## src/rtl/core/sha_pkg.sv

```systemverilog
// ============================================================================
// sha_pkg
// Shared types, constants and bit functions for the SHA-256 byte hasher.
// ============================================================================
package sha_pkg;

    localparam int unsigned WORD_W   = 32;
    localparam int unsigned ROUNDS   = 64;
    localparam int unsigned WIN_D    = 16;
    localparam int unsigned DIG_W    = 8;

    localparam logic [7:0] PAD_BYTE  = 8'h80;
    localparam logic [5:0] FILL_LAST = 6'd63;
    localparam logic [5:0] LEN_POS   = 6'd56;
    localparam logic [2:0] IDX_LAST  = 3'd7;
    localparam logic [5:0] RND_LAST  = 6'd63;

    localparam logic [31:0] K_TABLE [ROUNDS] = '{
        32'h428a2f98, 32'h71374491, 32'hb5c0fbcf, 32'he9b5dba5,
        32'h3956c25b, 32'h59f111f1, 32'h923f82a4, 32'hab1c5ed5,
        32'hd807aa98, 32'h12835b01, 32'h243185be, 32'h550c7dc3,
        32'h72be5d74, 32'h80deb1fe, 32'h9bdc06a7, 32'hc19bf174,
        32'he49b69c1, 32'hefbe4786, 32'h0fc19dc6, 32'h240ca1cc,
        32'h2de92c6f, 32'h4a7484aa, 32'h5cb0a9dc, 32'h76f988da,
        32'h983e5152, 32'ha831c66d, 32'hb00327c8, 32'hbf597fc7,
        32'hc6e00bf3, 32'hd5a79147, 32'h06ca6351, 32'h14292967,
        32'h27b70a85, 32'h2e1b2138, 32'h4d2c6dfc, 32'h53380d13,
        32'h650a7354, 32'h766a0abb, 32'h81c2c92e, 32'h92722c85,
        32'ha2bfe8a1, 32'ha81a664b, 32'hc24b8b70, 32'hc76c51a3,
        32'hd192e819, 32'hd6990624, 32'hf40e3585, 32'h106aa070,
        32'h19a4c116, 32'h1e376c08, 32'h2748774c, 32'h34b0bcb5,
        32'h391c0cb3, 32'h4ed8aa4a, 32'h5b9cca4f, 32'h682e6ff3,
        32'h748f82ee, 32'h78a5636f, 32'h84c87814, 32'h8cc70208,
        32'h90befffa, 32'ha4506ceb, 32'hbef9a3f7, 32'hc67178f2
    };

    localparam logic [31:0] IV_TABLE [DIG_W] = '{
        32'h6a09e667, 32'hbb67ae85, 32'h3c6ef372, 32'ha54ff53a,
        32'h510e527f, 32'h9b05688c, 32'h1f83d9ab, 32'h5be0cd19
    };

    typedef enum logic [2:0] {
        ST_IDLE,
        ST_LOAD,
        ST_ROUND,
        ST_FIN,
        ST_PAD,
        ST_ZERO,
        ST_LEN,
        ST_OUT
    } t_state;

    // what follows a compression
    typedef enum logic [1:0] {
        PH_DATA,
        PH_PADBLK,
        PH_FINAL
    } t_phase;

    typedef struct packed {
        logic       absorb;   // shift one byte into the word accumulator
        logic       push;     // accumulator word complete, shift into window
        logic       step;     // schedule step for one round
        logic [7:0] data;
    } t_sched_ctrl;

    typedef struct packed {
        logic load;     // working words <= chaining words
        logic step;     // one compression round
        logic fin;      // chaining words += working words
        logic restart;  // chaining words <= initial value
    } t_core_ctrl;

    function automatic logic [31:0] ror(input logic [31:0] v, input int unsigned s);
        ror = (v >> s) | (v << (WORD_W - s));
    endfunction

endpackage

```

## src/rtl/core/sha_sched.sv

```systemverilog
// ============================================================================
// sha_sched
// Byte packer and 16-word message schedule shift line.
// ============================================================================
module sha_sched (
    input  logic                 i_clk,
    input  sha_pkg::t_sched_ctrl i_ctrl,
    output logic [31:0]          o_w
);
    import sha_pkg::*;

    logic [23:0] r_acc;
    logic [31:0] r_win [WIN_D];
    logic [31:0] s0, s1, w_next;

    // window holds W[t] .. W[t+15]; produce W[t+16]
    always_comb begin
        s0     = ror(r_win[1], 7) ^ ror(r_win[1], 18) ^ (r_win[1] >> 3);
        s1     = ror(r_win[14], 17) ^ ror(r_win[14], 19) ^ (r_win[14] >> 10);
        w_next = r_win[0] + s0 + r_win[9] + s1;
    end

    assign o_w = r_win[0];

    always_ff @(posedge i_clk) begin
        if (i_ctrl.absorb) begin
            r_acc <= {r_acc[15:0], i_ctrl.data};
        end
        if (i_ctrl.push || i_ctrl.step) begin
            for (int i = 0; i < WIN_D - 1; i++) begin
                r_win[i] <= r_win[i + 1];
            end
            r_win[WIN_D - 1] <= i_ctrl.push ? {r_acc, i_ctrl.data} : w_next;
        end
    end

endmodule

```

## src/rtl/core/sha_round.sv

```systemverilog
// ============================================================================
// sha_round
// Compression round unit with working words and chaining state.
// ============================================================================
module sha_round (
    input  logic                i_clk,
    input  logic                i_rst_n,
    input  sha_pkg::t_core_ctrl i_ctrl,
    input  logic [31:0]         i_k,
    input  logic [31:0]         i_w,
    input  logic [2:0]          i_sel,
    output logic [31:0]         o_word
);
    import sha_pkg::*;

    logic [31:0] r_work  [DIG_W];
    logic [31:0] r_chain [DIG_W];
    logic [31:0] big0, big1, ch, maj, t1;

    always_comb begin
        big1 = ror(r_work[4], 6) ^ ror(r_work[4], 11) ^ ror(r_work[4], 25);
        ch   = (r_work[4] & r_work[5]) ^ (~r_work[4] & r_work[6]);
        t1   = r_work[7] + big1 + ch + i_k + i_w;
        big0 = ror(r_work[0], 2) ^ ror(r_work[0], 13) ^ ror(r_work[0], 22);
        maj  = (r_work[0] & r_work[1]) ^ (r_work[0] & r_work[2]) ^
               (r_work[1] & r_work[2]);
    end

    assign o_word = r_chain[i_sel];

    always_ff @(posedge i_clk) begin
        if (i_ctrl.load) begin
            for (int i = 0; i < DIG_W; i++) begin
                r_work[i] <= r_chain[i];
            end
        end else if (i_ctrl.step) begin
            r_work[7] <= r_work[6];
            r_work[6] <= r_work[5];
            r_work[5] <= r_work[4];
            r_work[4] <= r_work[3] + t1;
            r_work[3] <= r_work[2];
            r_work[2] <= r_work[1];
            r_work[1] <= r_work[0];
            r_work[0] <= t1 + big0 + maj;
        end
    end

    always_ff @(posedge i_clk) begin
        if (!i_rst_n || i_ctrl.restart) begin
            for (int i = 0; i < DIG_W; i++) begin
                r_chain[i] <= IV_TABLE[i];
            end
        end else if (i_ctrl.fin) begin
            for (int i = 0; i < DIG_W; i++) begin
                r_chain[i] <= r_chain[i] + r_work[i];
            end
        end
    end

endmodule

```

## src/rtl/core/sha256_byte_stream_hasher.sv

```systemverilog
// ============================================================================
// sha256_byte_stream_hasher
// SHA-256 over a byte stream, one optional byte per transfer, digest out as
// eight 32-bit words.
// ============================================================================
//
//  channel | direction | handshake          | payload
//  --------+-----------+--------------------+-----------------------------------
//  input   | in        | i_valid / o_stall  | i_data_byte, i_has_byte,
//          |           |                    | i_end_of_message
//  digest  | out       | o_valid / i_stall  | o_digest_word, o_word_index,
//          |           |                    | o_last_word
//
//  Flow: a byte that does not complete a block leaves the block idle. A byte
//  that fills the 64-byte block starts a compression (load, 64 rounds,
//  chaining add), run by the single round unit doing one round per cycle.
//  End of message: padding goes in one byte per cycle up to the 64th byte,
//  with an idle ST_ZERO step ahead of the eight length bytes, then a
//  compression (twice when the length spills into an extra block), then
//  eight digest transfers, each held while i_stall is high.
//  o_stall is high whenever the block is not idle.
//  Reset: synchronous active low; clears the sequencer, counters and loads
//  the initial chaining value. A stalled digest word holds until taken.
//
module sha256_byte_stream_hasher (
    input  logic        i_clk,
    input  logic        i_rst_n,
    input  logic        i_valid,
    output logic        o_stall,
    input  logic [7:0]  i_data_byte,
    input  logic        i_has_byte,
    input  logic        i_end_of_message,
    output logic        o_valid,
    input  logic        i_stall,
    output logic [31:0] o_digest_word,
    output logic [2:0]  o_word_index,
    output logic        o_last_word
);
    import sha_pkg::*;

    t_state      r_state, n_state;
    t_phase      r_phase, n_phase;
    logic [5:0]  r_fill, n_fill;        // bytes in the current block
    logic [54:0] r_blocks, n_blocks;    // completed data blocks (bit count / 512)
    logic [63:0] r_len, n_len;          // length field, shifted out MSB first
    logic        r_pending, n_pending;  // end mark seen on a block-completing byte
    logic        r_extra, n_extra;      // length needs an extra block
    logic [5:0]  r_round, n_round;
    logic [2:0]  r_idx, n_idx;

    logic        in_fire, out_fire, fill_full;
    logic        absorb;
    logic [7:0]  absorb_data;
    t_sched_ctrl sched_ctrl;
    t_core_ctrl  core_ctrl;
    logic [31:0] w_cur;

    assign o_stall   = (r_state != ST_IDLE);
    assign o_valid   = (r_state == ST_OUT);
    assign in_fire   = i_valid && !o_stall;
    assign out_fire  = o_valid && !i_stall;
    assign fill_full = (r_fill == FILL_LAST);

    // ---------------------------------------------------------------- next state
    always_comb begin
        n_state = r_state;
        unique case (r_state)
            ST_IDLE: begin
                if (in_fire) begin
                    priority if (i_has_byte && fill_full) n_state = ST_LOAD;
                    else if (i_end_of_message)            n_state = ST_PAD;
                    else                                  n_state = ST_IDLE;
                end
            end
            ST_LOAD:  n_state = ST_ROUND;
            ST_ROUND: if (r_round == RND_LAST) n_state = ST_FIN;
            ST_FIN: begin
                unique case (r_phase)
                    PH_DATA:   n_state = r_pending ? ST_PAD : ST_IDLE;
                    PH_PADBLK: n_state = ST_ZERO;
                    PH_FINAL:  n_state = ST_OUT;
                    default:   n_state = ST_IDLE;
                endcase
            end
            ST_PAD: n_state = fill_full ? ST_LOAD : ST_ZERO;
            ST_ZERO: begin
                priority if (r_extra)          n_state = fill_full ? ST_LOAD : ST_ZERO;
                else if (r_fill == LEN_POS)    n_state = ST_LEN;
                else                           n_state = ST_ZERO;
            end
            ST_LEN: if (fill_full) n_state = ST_LOAD;
            ST_OUT: if (out_fire && r_idx == IDX_LAST) n_state = ST_IDLE;
            default: n_state = ST_IDLE;
        endcase
    end

    // ------------------------------------------------------ datapath and counters
    always_comb begin
        n_phase     = r_phase;
        n_fill      = r_fill;
        n_blocks    = r_blocks;
        n_len       = r_len;
        n_pending   = r_pending;
        n_extra     = r_extra;
        n_round     = r_round;
        n_idx       = r_idx;
        absorb      = 1'b0;
        absorb_data = '0;
        core_ctrl   = '0;
        unique case (r_state)
            ST_IDLE: begin
                if (in_fire && i_has_byte) begin
                    absorb      = 1'b1;
                    absorb_data = i_data_byte;
                    n_fill      = r_fill + 6'd1;
                    if (fill_full) begin
                        n_blocks  = r_blocks + 55'd1;
                        n_phase   = PH_DATA;
                        n_pending = i_end_of_message;
                    end
                end
            end
            ST_LOAD: begin
                core_ctrl.load = 1'b1;
                n_round        = '0;
            end
            ST_ROUND: begin
                core_ctrl.step = 1'b1;
                n_round        = r_round + 6'd1;
            end
            ST_FIN: begin
                core_ctrl.fin = 1'b1;
            end
            ST_PAD: begin
                // length = completed blocks * 512 + bytes held * 8
                n_len       = {r_blocks, r_fill, 3'b000};
                n_pending   = 1'b0;
                absorb      = 1'b1;
                absorb_data = PAD_BYTE;
                n_fill      = r_fill + 6'd1;
                if (fill_full) begin
                    n_phase = PH_PADBLK;
                    n_extra = 1'b0;
                end else begin
                    n_extra = (r_fill >= LEN_POS);
                end
            end
            ST_ZERO: begin
                if (r_extra || r_fill != LEN_POS) begin
                    absorb = 1'b1;
                    n_fill = r_fill + 6'd1;
                    if (r_extra && fill_full) begin
                        n_phase = PH_PADBLK;
                        n_extra = 1'b0;
                    end
                end
            end
            ST_LEN: begin
                absorb      = 1'b1;
                absorb_data = r_len[63:56];
                n_len       = {r_len[55:0], 8'h00};
                n_fill      = r_fill + 6'd1;
                if (fill_full) n_phase = PH_FINAL;
            end
            ST_OUT: begin
                if (out_fire) begin
                    n_idx = r_idx + 3'd1;
                    if (r_idx == IDX_LAST) begin
                        core_ctrl.restart = 1'b1;
                        n_fill            = '0;
                        n_blocks          = '0;
                    end
                end
            end
            default: begin
            end
        endcase
    end

    always_comb begin
        sched_ctrl.absorb = absorb;
        sched_ctrl.push   = absorb && (r_fill[1:0] == 2'b11);
        sched_ctrl.step   = (r_state == ST_ROUND);
        sched_ctrl.data   = absorb_data;
    end

    always_ff @(posedge i_clk) begin
        if (!i_rst_n) begin
            r_state   <= ST_IDLE;
            r_phase   <= PH_DATA;
            r_fill    <= '0;
            r_blocks  <= '0;
            r_pending <= 1'b0;
            r_extra   <= 1'b0;
            r_round   <= '0;
            r_idx     <= '0;
        end else begin
            r_state   <= n_state;
            r_phase   <= n_phase;
            r_fill    <= n_fill;
            r_blocks  <= n_blocks;
            r_pending <= n_pending;
            r_extra   <= n_extra;
            r_round   <= n_round;
            r_idx     <= n_idx;
        end
    end

    always_ff @(posedge i_clk) begin
        r_len <= n_len;
    end

    sha_sched u_sched (
        .i_clk  (i_clk),
        .i_ctrl (sched_ctrl),
        .o_w    (w_cur)
    );

    sha_round u_round (
        .i_clk   (i_clk),
        .i_rst_n (i_rst_n),
        .i_ctrl  (core_ctrl),
        .i_k     (K_TABLE[r_round]),
        .i_w     (w_cur),
        .i_sel   (r_idx),
        .o_word  (o_digest_word)
    );

    assign o_word_index = r_idx;
    assign o_last_word  = (r_idx == IDX_LAST);

    // ---------------------------------------------------------------- checks
    // every compression starts on an empty block
    a_load_aligned: assert property (@(posedge i_clk) disable iff (!i_rst_n)
        (r_state == ST_LOAD) |-> (r_fill == '0))
        else $error("compression started with a partly filled block");

    // 64 rounds then the chaining add
    a_round_end: assert property (@(posedge i_clk) disable iff (!i_rst_n)
        (r_state == ST_ROUND && r_round == RND_LAST) |=> (r_state == ST_FIN))
        else $error("round sequence did not end in the chaining add");

    // input is held off while the digest goes out
    a_no_input_during_out: assert property (@(posedge i_clk) disable iff (!i_rst_n)
        o_valid |-> o_stall)
        else $error("input ready during digest output");

    // a digest burst always starts at word 0
    a_burst_start: assert property (@(posedge i_clk) disable iff (!i_rst_n)
        $rose(o_valid) |-> (o_word_index == '0))
        else $error("digest burst did not start at word 0");

endmodule
```

## config.mk

```make
export PLATFORM = sky130hd
export DESIGN_NAME = sha256_byte_stream_hasher
export DESIGN_NICKNAME = d
export VERILOG_FILES = /design/src/rtl/core/sha_pkg.sv /design/src/rtl/core/sha_sched.sv /design/src/rtl/core/sha_round.sv /design/src/rtl/core/sha256_byte_stream_hasher.sv
export SDC_FILE = /design/constraint.sdc
export NUM_CORES = 2
export LEC_CHECK = 0
export BUFFER_PORTS_ARGS = -buffer_cell sky130_fd_sc_hd__buf_4
export CAP_MARGIN = 20
export CORE_MARGIN = 5
export CORE_UTILIZATION = 50
export DETAILED_ROUTE_END_ITERATION = 10
export PLACE_DENSITY = 0.72
export RECOVER_POWER = 25
export SLEW_MARGIN = 40
export SYNTH_ARGS = -nofsm -noshare
export SYNTH_HDL_FRONTEND = slang
export SYNTH_HIERARCHICAL = 1
export SYNTH_SLANG_ARGS = --single-unit
export TNS_END_PERCENT = 5
```

## constraint.sdc

```tcl
create_clock -name i_clk -period 25 [get_ports i_clk]
set_input_delay 1.25 -clock i_clk [delete_from_list [all_inputs] [get_ports i_clk]]
set_output_delay 1.25 -clock i_clk [all_outputs]
set_load 0.005 [all_outputs]
```

==> key figures <==
Global route
  • First-pass GRT wire length: 326 mm
  • Gr ovfl total: 0
  • Largest net degree at the start of global routing: 134
  • Antenna violations before repair: 15
  • Total Routing Usage GR: 27.3%
  • Vias in the first global route: 52100

Clock network
  • CTS tree: yes
  • Clock Sinks: 1186
  • Clock transition at path regs: 0.06 ns
  • Clock Tree Buf Depth: 3
  • Root Buffer Master: clkbuf_16
  • Post_cts resized: 0
  • H-tree lvl count: 4
  • Worst-Skew Late Latency: 0.80 ns
  • Setup bufs post-CTS: 0
  • CTS buffer count: 135
  • # hold bufs at CTS: 0

Placed design
  • Port Buf Inserts: 51
  • Final HPWL DP: 161 mm
  • Worst slack at placement: 14.99 ns
  • RePlAce Congestion: 0.975

Logic synthesis
  • Register area share after synthesis: 47.1%
  • Top-area cell type share of the netlist area: 45.0%
  • Synth top area cells: edfxtp_1 45%, ha_1 6.7%, nand2_1 5.8%, fa_1 5.3%, xnor2_1 4.1%
  • Post-synth EDFFs: 1109
  • Syn Inst Count: 6996
  • Synth area leader: edfxtp_1
  • FF+latch count, synth: 1186
  • Yosys warning count: 6
  • Async set-reset flop share out of synthesis: 0%
  • Most frequent cell after synthesis: nand2_1
  • Post-Syn Area: 0.0740 mm²
  • Most frequent cells after synthesis: 1150 x nand2_1, 1109 x edfxtp_1, 514 x inv_1
  • Mapped Nets: 7601
  • Synthesized area per cell: 10.6 µm²
  • Number of distinct library cells after synthesis: 119
  • Dominant synthesized flop cell: edfxtp_1

Route
  • Via density per instance: 6.09
  • ANT nets after route: 0
  • WL final: 219 mm
  • DRC: 0
  • Initial DRT Pass Iterations: 6
  • DRT iter0 DRCs: 6164
  • WL per Instance: 24.4 µm
  • Vias: 54600

Cells and area
  • Final core utilization: 54.7%
  • Synth-to-Final Area Change: 9.01%
  • Final nets: 7535
  • Share of layout cells above drive strength 1: 7.72%

Timing
  • RSZ-0062 raised after global routing: false
  • Part of the cycle the worst path needs: 40.5%
  • Min Hold Slack: 0.409 ns
  • Fmax: 98.7 MHz
  • Setup_tns: 0 ns
  • Final Hold Vio Count: 0
  • Final-report setup violation count: 0
  • Fin Clk Skew: 0.0521 ns
  • Least-Margin Pin Slew: 3.65 ns
  • Final min period: 10.14 ns
  • Fin. max-slew vios: 125
  • Worst setup margin: 14.86 ns
  • Relative slew slack: -143%

Worst setup path
  • CP arrival: 10.66 ns
  • Worst Path Max Fanout: 33
  • Worst Path Required: 25.52 ns
  • Startpoint types: register
  • WS Path Type: register to register
  • Crit-path slowest cell: ha_1
  • Worst R2R Setup Slack: 14.86 ns
  • Critical Path End Type: register
  • Reg2reg path depth: 34
  • CP max stage delay: 0.95 ns

Run status
  • Failing checks: max-capacitance violations, max-slew violations
  • Outcome: complete, but fails checks

Floorplanning
  • Initial Utilization: 50.2%
  • # IOs: 52
  • Chip height: 395 µm
  • Core Box Area: 0.147 mm²
  • Die width: 395 µm
  • Std cell rows: 141
  • Die footprint: 0.156 mm²

Flow run
  • Max cap viols: 3

Min path
  • Worst Hold Class: register to register
  • Worst Hold Depth: 0
==> registers in the layout, indices dropped and copies added, names as in the netlist <==
name and count:
r_blocks 55, u_sched/r_acc 24, r_extra 1, r_len 61
r_state 3, u_round/r_chain 256, r_phase 2, r_round 6
r_fill 6, o_word_index 3, r_pending 1, u_round/r_work 256
u_sched/r_win 512
==> cells in the final DEF, fill, tap and decap left out, drive strengths merged, types with 49 or more instances in the layout <==
cell type and n:
nand2 1150, edfxtp 1109, inv 520, a21oi 415, ha 396, o21ai 368
nor2 362, xnor2 346, fa 195, xor2 192, a21o 192, clkbuf 175
nand3 121, buf 102, nor3 98, dfxtp 77, mux4 76, nand2b 76
mux2 68, a211oi 63, nor2b 59, and3 57, o31ai 57, clkinv 57
a31oi 55, o21a 53, nand4 53, o21bai 49
==> layer usage <==
metal	wire (µm)	part of all wire, %	track usage (%)	up-vias
met4	9070	4.1	10.5	8
met2	98700	45	42.5	2507
li1	-	-	-	24800
met1	90600	41	38.5	26800
met5	52	0.024	0	-
met3	20200	9.2	4.75	423
==> metrics by stage <==
step | cell area [µm²] | cells
finish | 80700 | 8969
CTS | 80600 | 8965
floorplan | 74000 | 6996
global placement | 76000 | 8718
global route | 80700 | 8967
detailed placement | 76200 | 8721
==> worst paths after layout <==
path	start	endpoint
worst max-delay path	r_round[0]	u_round/r_work[0][30]
worst min-delay path	u_sched/r_win[8][0]	u_sched/r_win[7][0]
worst max register to register	r_round[0]	u_round/r_work[0][30]
worst min register to register	u_sched/r_win[8][0]	u_sched/r_win[7][0]
==> layout make-up <==
class                      instances  area [µm²]
clock inverter                    72         867
multi-input combinational       4985       36100
inverter                         517        1940
antenna                            2        5.00
timing repair buffer             105         928
sequential                      1186       34900
clock buffer                     172        3590
tap                             1930        2410
fill                           12600       66800
==> worst max-delay path: cells and delay by family (launching register included) <==
| family | cells | cell delay (ns) |
|---|---|---|
| AO/OA/AOI/OAI | 16 | 3.69 |
| XOR/XNOR | 2 | 0.30 |
| adder cells (fa/ha/maj) | 7 | 3.56 |
| buffers and inverters | 6 | 1.13 |
| flip-flops | 1 | 0.30 |
| AND/OR/NAND/NOR | 3 | 0.85 |
==> cell families (layout without fill, tap and decap cells) <==
group / count (synthesis) / after routing / share of synthesized area, %
fa+ha+maj: 613 / 613 / 12.3
simple gates: 2163 / 2163 / 13.2
other cells: 0 / 2 / 0
mux: 168 / 168 / 3.68
buf+inv: 825 / 866 / 4.27
compound gates: 1502 / 1502 / 13.2
xor+xnor: 539 / 539 / 6.40
flops: 1186 / 1186 / 47.1
Power is left out: the tool's default activity adds up to more than one toggle a clock period on the data nets, which glitch-free logic cannot reach.
